<file path="config.mk">
export PLATFORM = sky130hd
export DESIGN_NAME = rau_div
export DESIGN_NICKNAME = d
export VERILOG_FILES = /design/src/hdl/rau_pkg.sv /design/src/hdl/rau_div.sv
export SDC_FILE = /design/constraint.sdc
export NUM_CORES = 1
export LEC_CHECK = 0
export BUFFER_PORTS_ARGS = -buffer_cell sky130_fd_sc_hd__buf_2
export CAP_MARGIN = 10
export CORE_ASPECT_RATIO = 0.5
export CORE_MARGIN = 2
export CORE_UTILIZATION = 57
export CTS_BUF_LIST = sky130_fd_sc_hd__clkbuf_8
export CTS_CLUSTER_DIAMETER = 40
export CTS_CLUSTER_SIZE = 14
export DETAILED_ROUTE_END_ITERATION = 8
export HOLD_SLACK_MARGIN = 0.15
export PLACE_DENSITY = 0.84
export SYNTH_ARGS = -nofsm -noshare
export SYNTH_HDL_FRONTEND = slang
export SYNTH_SLANG_ARGS = --single-unit
</file>
<file path="constraint.sdc">
create_clock -name clk -period 4.98 [get_ports clk]
set_input_delay 0.249 -clock clk [delete_from_list [all_inputs] [get_ports clk]]
set_output_delay 0.249 -clock clk [all_outputs]
set_load 0.01 [all_outputs]
</file>
<file path="src/hdl/rau_pkg.sv">
// Package for the rational arithmetic unit: codes, widths and helper functions.
`default_nettype none
package rau_pkg;

  localparam int RES_W = 64;
  localparam int DEF_OPERAND_WIDTH = 32;

  localparam logic [2:0] ACT_ADD = 3'd0;
  localparam logic [2:0] ACT_SUB = 3'd1;
  localparam logic [2:0] ACT_MUL = 3'd2;
  localparam logic [2:0] ACT_DIV = 3'd3;
  localparam logic [2:0] ACT_CMP = 3'd4;

  localparam logic [1:0] ST_OK       = 2'd0;
  localparam logic [1:0] ST_ZERO_DEN = 2'd1;
  localparam logic [1:0] ST_OVERFLOW = 2'd2;

  // magnitude of a signed word as an unsigned word (most negative value maps to 2^63)
  function automatic logic [RES_W-1:0] mag(input logic [RES_W-1:0] x);
    mag = x[RES_W-1] ? (~x + RES_W'(1)) : x;
  endfunction

endpackage
`default_nettype wire

</file>
<file path="src/hdl/rau_div.sv">
// Iterative unsigned restoring divider, one quotient bit per cycle.
`default_nettype none
module rau_div #(
  parameter int W = rau_pkg::RES_W
) (
  input  wire logic         clk,
  input  wire logic         rst_n,
  input  wire logic         start,
  input  wire logic [W-1:0] dividend,
  input  wire logic [W-1:0] divisor,
  output logic              busy,
  output logic              done,
  output logic [W-1:0]      quo,
  output logic [W-1:0]      rem
);

  localparam int CW = $clog2(W);

  logic          busy_r, busy_nxt;
  logic          done_r, done_nxt;
  logic [CW-1:0] cnt_r, cnt_nxt;
  logic [W-1:0]  rem_r, rem_nxt;
  logic [W-1:0]  quo_r, quo_nxt;
  logic [W-1:0]  dvs_r, dvs_nxt;
  logic [W:0]    trial;
  logic [W:0]    diff;

  assign trial = {rem_r, quo_r[W-1]};
  assign diff  = trial - {1'b0, dvs_r};

  always_comb begin
    busy_nxt = busy_r;
    done_nxt = 1'b0;
    cnt_nxt  = cnt_r;
    rem_nxt  = rem_r;
    quo_nxt  = quo_r;
    dvs_nxt  = dvs_r;
    if (start && !busy_r) begin
      busy_nxt = 1'b1;
      cnt_nxt  = '0;
      rem_nxt  = '0;
      quo_nxt  = dividend;
      dvs_nxt  = divisor;
    end else if (busy_r) begin
      if (!diff[W]) begin
        rem_nxt = diff[W-1:0];
        quo_nxt = {quo_r[W-2:0], 1'b1};
      end else begin
        rem_nxt = trial[W-1:0];
        quo_nxt = {quo_r[W-2:0], 1'b0};
      end
      cnt_nxt = cnt_r + CW'(1);
      if (cnt_r == CW'(W - 1)) begin
        busy_nxt = 1'b0;
        done_nxt = 1'b1;
      end
    end
  end

  always_ff @(posedge clk) begin
    if (!rst_n) begin
      busy_r <= 1'b0;
      done_r <= 1'b0;
      cnt_r  <= '0;
    end else begin
      busy_r <= busy_nxt;
      done_r <= done_nxt;
      cnt_r  <= cnt_nxt;
    end
    rem_r <= rem_nxt;
    quo_r <= quo_nxt;
    dvs_r <= dvs_nxt;
  end

  assign busy = busy_r;
  assign done = done_r;
  assign quo  = quo_r;
  assign rem  = rem_r;

endmodule
`default_nettype wire

</file>
==> impl_metrics.csv <==
group,metric,value,unit
clock_network,post_cts_buffers,0,
routing,first_pass_iters,6,
sta,finalCritPeriodShare,0.934,
setup_path,arrival,5.06,ns
sta,hold_viol,0,
logic_synthesis,synthMostInstantiatedCell,"edfxtp_1",
logic_synthesis,syn-cell-area,11600,um2
routing,wl,33900,um
setup_path,startpoint_type,"flip-flop",
hold_path,min_path_type,"in -> reg",
clock_network,cts_buffers,17,
setup_path,critical_path.max_fanout,58,
routing,vias_per_cell,5.92,
sta,holdWs,0.431,ns
logic_synthesis,synth.yosys.warnings,0,
logic_synthesis,synth_seq_cells,200,
floorplan,die_h,105,um
sta,setup_tns,0,ns
final_layout,stdcell_area,14800,um2
placement,finalWeightedCongestion,0.931,
run_status,outcome,"completed",
global_routing,grt_pass1_vias,10600,
routing,drt_iter0_drc,931,
routing,wl_per_cell,18.9,um
setup_path,cpMaxStageDelayCell,"a211o_2",
setup_path,path_delay_family,"compound AO/OA/AOI/OAI gates",
logic_synthesis,syn_area_per_cell,10.1,um2
setup_path,crit_buf_inv,2,
sta,relSlewSlack,0.283,
global_routing,grt_overflow,0,
logic_synthesis,synth_cell_types,73,
routing,vias,10600,
logic_synthesis,synth_top_area_cell,"edfxtp_1",
logic_synthesis,synth_top_flop_cell,"edfxtp_1",
final_layout,antenna-diode-count,0,
floorplan,io_pins,261,
sta,maxSlewViolCount,0,
floorplan,dieArea,21500,um2
clock_network,cts-root-buf,"clkbuf_8",
clock_network,worst_skew_pair.late_latency,0.52,ns
power_and_ir_drop,ir_worst_vdd,0.254,mV
clock_network,htreeDepth,4,
clock_network,cts_sinks,200,
floorplan,coreArea,19700,um2
sta,period_minus_slack,4.65,ns
logic_synthesis,synth_top_area_frac,0.333,
logic_synthesis,seq_area_frac_synth,0.457,
global_routing,grt_start_max_net_pins,66,
setup_path,max_stage_delay,0.86,ns
final_layout,fin_cells,1794,
final_layout,fillCellCount,1313,
placement,dp_hpwl,22400,um
setup_path,critPathKind,"reg -> reg",
power_and_ir_drop,p_per_area,435,nW/um2
final_layout,area_growth,28.2,%
clock_network,cts_tree,"yes",
routing,postRouteAntennaNets,0,
clock_network,clockBufferDepth,2,
sta,setup-violations-final,0,
placement,dp.cells,1632,
setup_path,path_cells,"inv_1 > ha_1 > fa_1 > nand2b_1 > a21oi_4 > o31ai_2 > o31ai_4 > nand4_2 > a311o_1 > a21oi_2 > a211o_2 > buf_12 > nand3_1 > o311ai_1",
final_layout,drive_gt1_frac,0.259,
setup_path,worstPathRequired,5.39,ns
logic_synthesis,ys_top_cells_by_count,"edfxtp_1, nand2_1, inv_1",
sta,worstMarginPinSlew,1.08,ns
floorplan,start_util,0.587,
routing,remaining_drc_errors,0,
floorplan,fp-row-count,36,
placement,portBuffers,260,
sta,fin_skew,0.0272,ns
final_layout,nets,1712,
logic_synthesis,synthTopCellsByArea,"edfxtp_1, dfxtp_1, ha_1",
floorplan,die_width,205,um
sta,max_freq,0.215,GHz
logic_synthesis,ys_async_sr_fraction,0,
run,maxCapViolCount,0,
setup_path,cp-end-kind,"flip-flop",
global_routing,grt_pass1_wl,54200,um
logic_synthesis,syn_nets,1346,
sta,rsz0062_at_grt,"false",
global_routing,track_usage,0.320,
power_and_ir_drop,p_leak,6.45,nW
placement,place_area,13100,um2
global_routing,antenna_found_initial,0,
clock_network,clk_pin_slew_worst_paths,0.12,ns
logic_synthesis,netlist_instances,1149,
logic_synthesis,synth_edf_count,128,
-- cell families (layout without fill, tap and decap cells) --
kind of cell / Yosys count / in the layout / synth area share
AND/OR/NAND/NOR: 303 / 303 / 0.122
flip-flops: 200 / 200 / 0.457
buffers and inverters: 138 / 517 / 0.0466
AO/OA/AOI/OAI: 303 / 303 / 0.181
multiplexers: 78 / 78 / 0.0744
adder cells (fa/ha/maj): 66 / 66 / 0.0721
XOR/XNOR: 61 / 61 / 0.0462
-- worst paths after layout --
check | start | end | slack, ns | cells past startpoint
worst max register to register | quo[63]$_DFFE_PP_ | rem[0]$_SDFFE_PP0P_ | 0.33 | 14
worst min-delay path | divisor[3] | dvs_r[3]$_DFFE_PP_ | 0.43 | 2
worst min register to register | rem[21]$_SDFFE_PP0P_ | rem[21]$_SDFFE_PP0P_ | 0.49 | 2
worst max-delay path | quo[63]$_DFFE_PP_ | rem[0]$_SDFFE_PP0P_ | 0.33 | 14
-- layout by cell type (no fill, tap or decap), types with 10 or more instances in the layout --
cell type      netlist  layout
clkbuf_8             0      18
a21o_1              22      22
nor3_1              10      10
nand4_1             14      14
ha_1                65      65
dfxtp_1             72      71
xor2_1              25      25
edfxtp_1           128     128
nand2b_1            14      14
buf_2               10     260
nor2_1              57      56
mux2i_1             15      15
a21oi_1             81      81
xnor2_1             36      36
mux2_2              63      63
o21bai_1            14      14
o311ai_1            36      36
a32oi_1             11      11
o21ai_0             35      35
dlygate4sd3_1        0     130
nand2_1            115     115
o21ai_1             24      24
nand3_1             52      52
inv_1               84      83
-- flip-flops by register name, indices dropped and copies added, names as in the netlist --
register  count
dvs_r        64
quo          64
rem          64
cnt_r         6
busy          1
done          1
-- worst register-to-register path, cell delays in order (launching register included) --
cell and delay (ns):
edfxtp_1 0.41, inv_1 0.07, ha_1 0.25, fa_1 0.48, nand2b_1 0.25, a21oi_4 0.23, o31ai_2 0.13, o31ai_4 0.32
nand4_2 0.24, a311o_1 0.44, a21oi_2 0.24, a211o_2 0.86, buf_12 0.30, nand3_1 0.16, o311ai_1 0.15
-- cell type report --
type / instances / area (um2) / area share
Multi-Input combinational cell: 811 / 5750 / 0.388
Timing Repair Buffer: 400 / 2690 / 0.182
Sequential cell: 200 / 5290 / 0.357
Clock inverter: 14 / 186 / 0.0126
Inverter: 85 / 319 / 0.0215
Tap cell: 266 / 333 / 0.0225
Clock buffer: 18 / 248 / 0.0167
-- report_power, final --
part | leakage (nW) | switching (W) | internal [W]
Combinational | 4.39 | 0.00174 | 0.00121
Sequential | 1.84 | 0.000261 | 0.00207
Clock | 0.213 | 0.000640 | 0.000524
Total | 6.45 | 0.00264 | 0.00381
-- metrics by stage --
step / setup WS [ns] / total power (W) / utilization
floorplan: 1.18 / 0.00432 / -
global route: 0.133 / 0.00683 / 0.752
global placement: 0.810 / 0.00506 / 0.664
finish: 0.330 / 0.00645 / 0.752
detailed placement: 0.627 / 0.00513 / 0.664
CTS: 0.584 / 0.00637 / 0.752
-- what timing repair did --
item	in CTS	in global routing
gates resized for setup	0	0
hold endpoints to repair	137	0
hold buffers	130	0
-- layer usage --
metal,global-route usage,vias to the layer above,routed length (um)
li1,-,4980,-
met1,0.394,4969,13500
met2,0.537,559,16500
met3,0.0745,108,2670
met4,0.146,0,1300
met5,0,-,0
No activity file was read; power rests on OpenSTA's default activity.
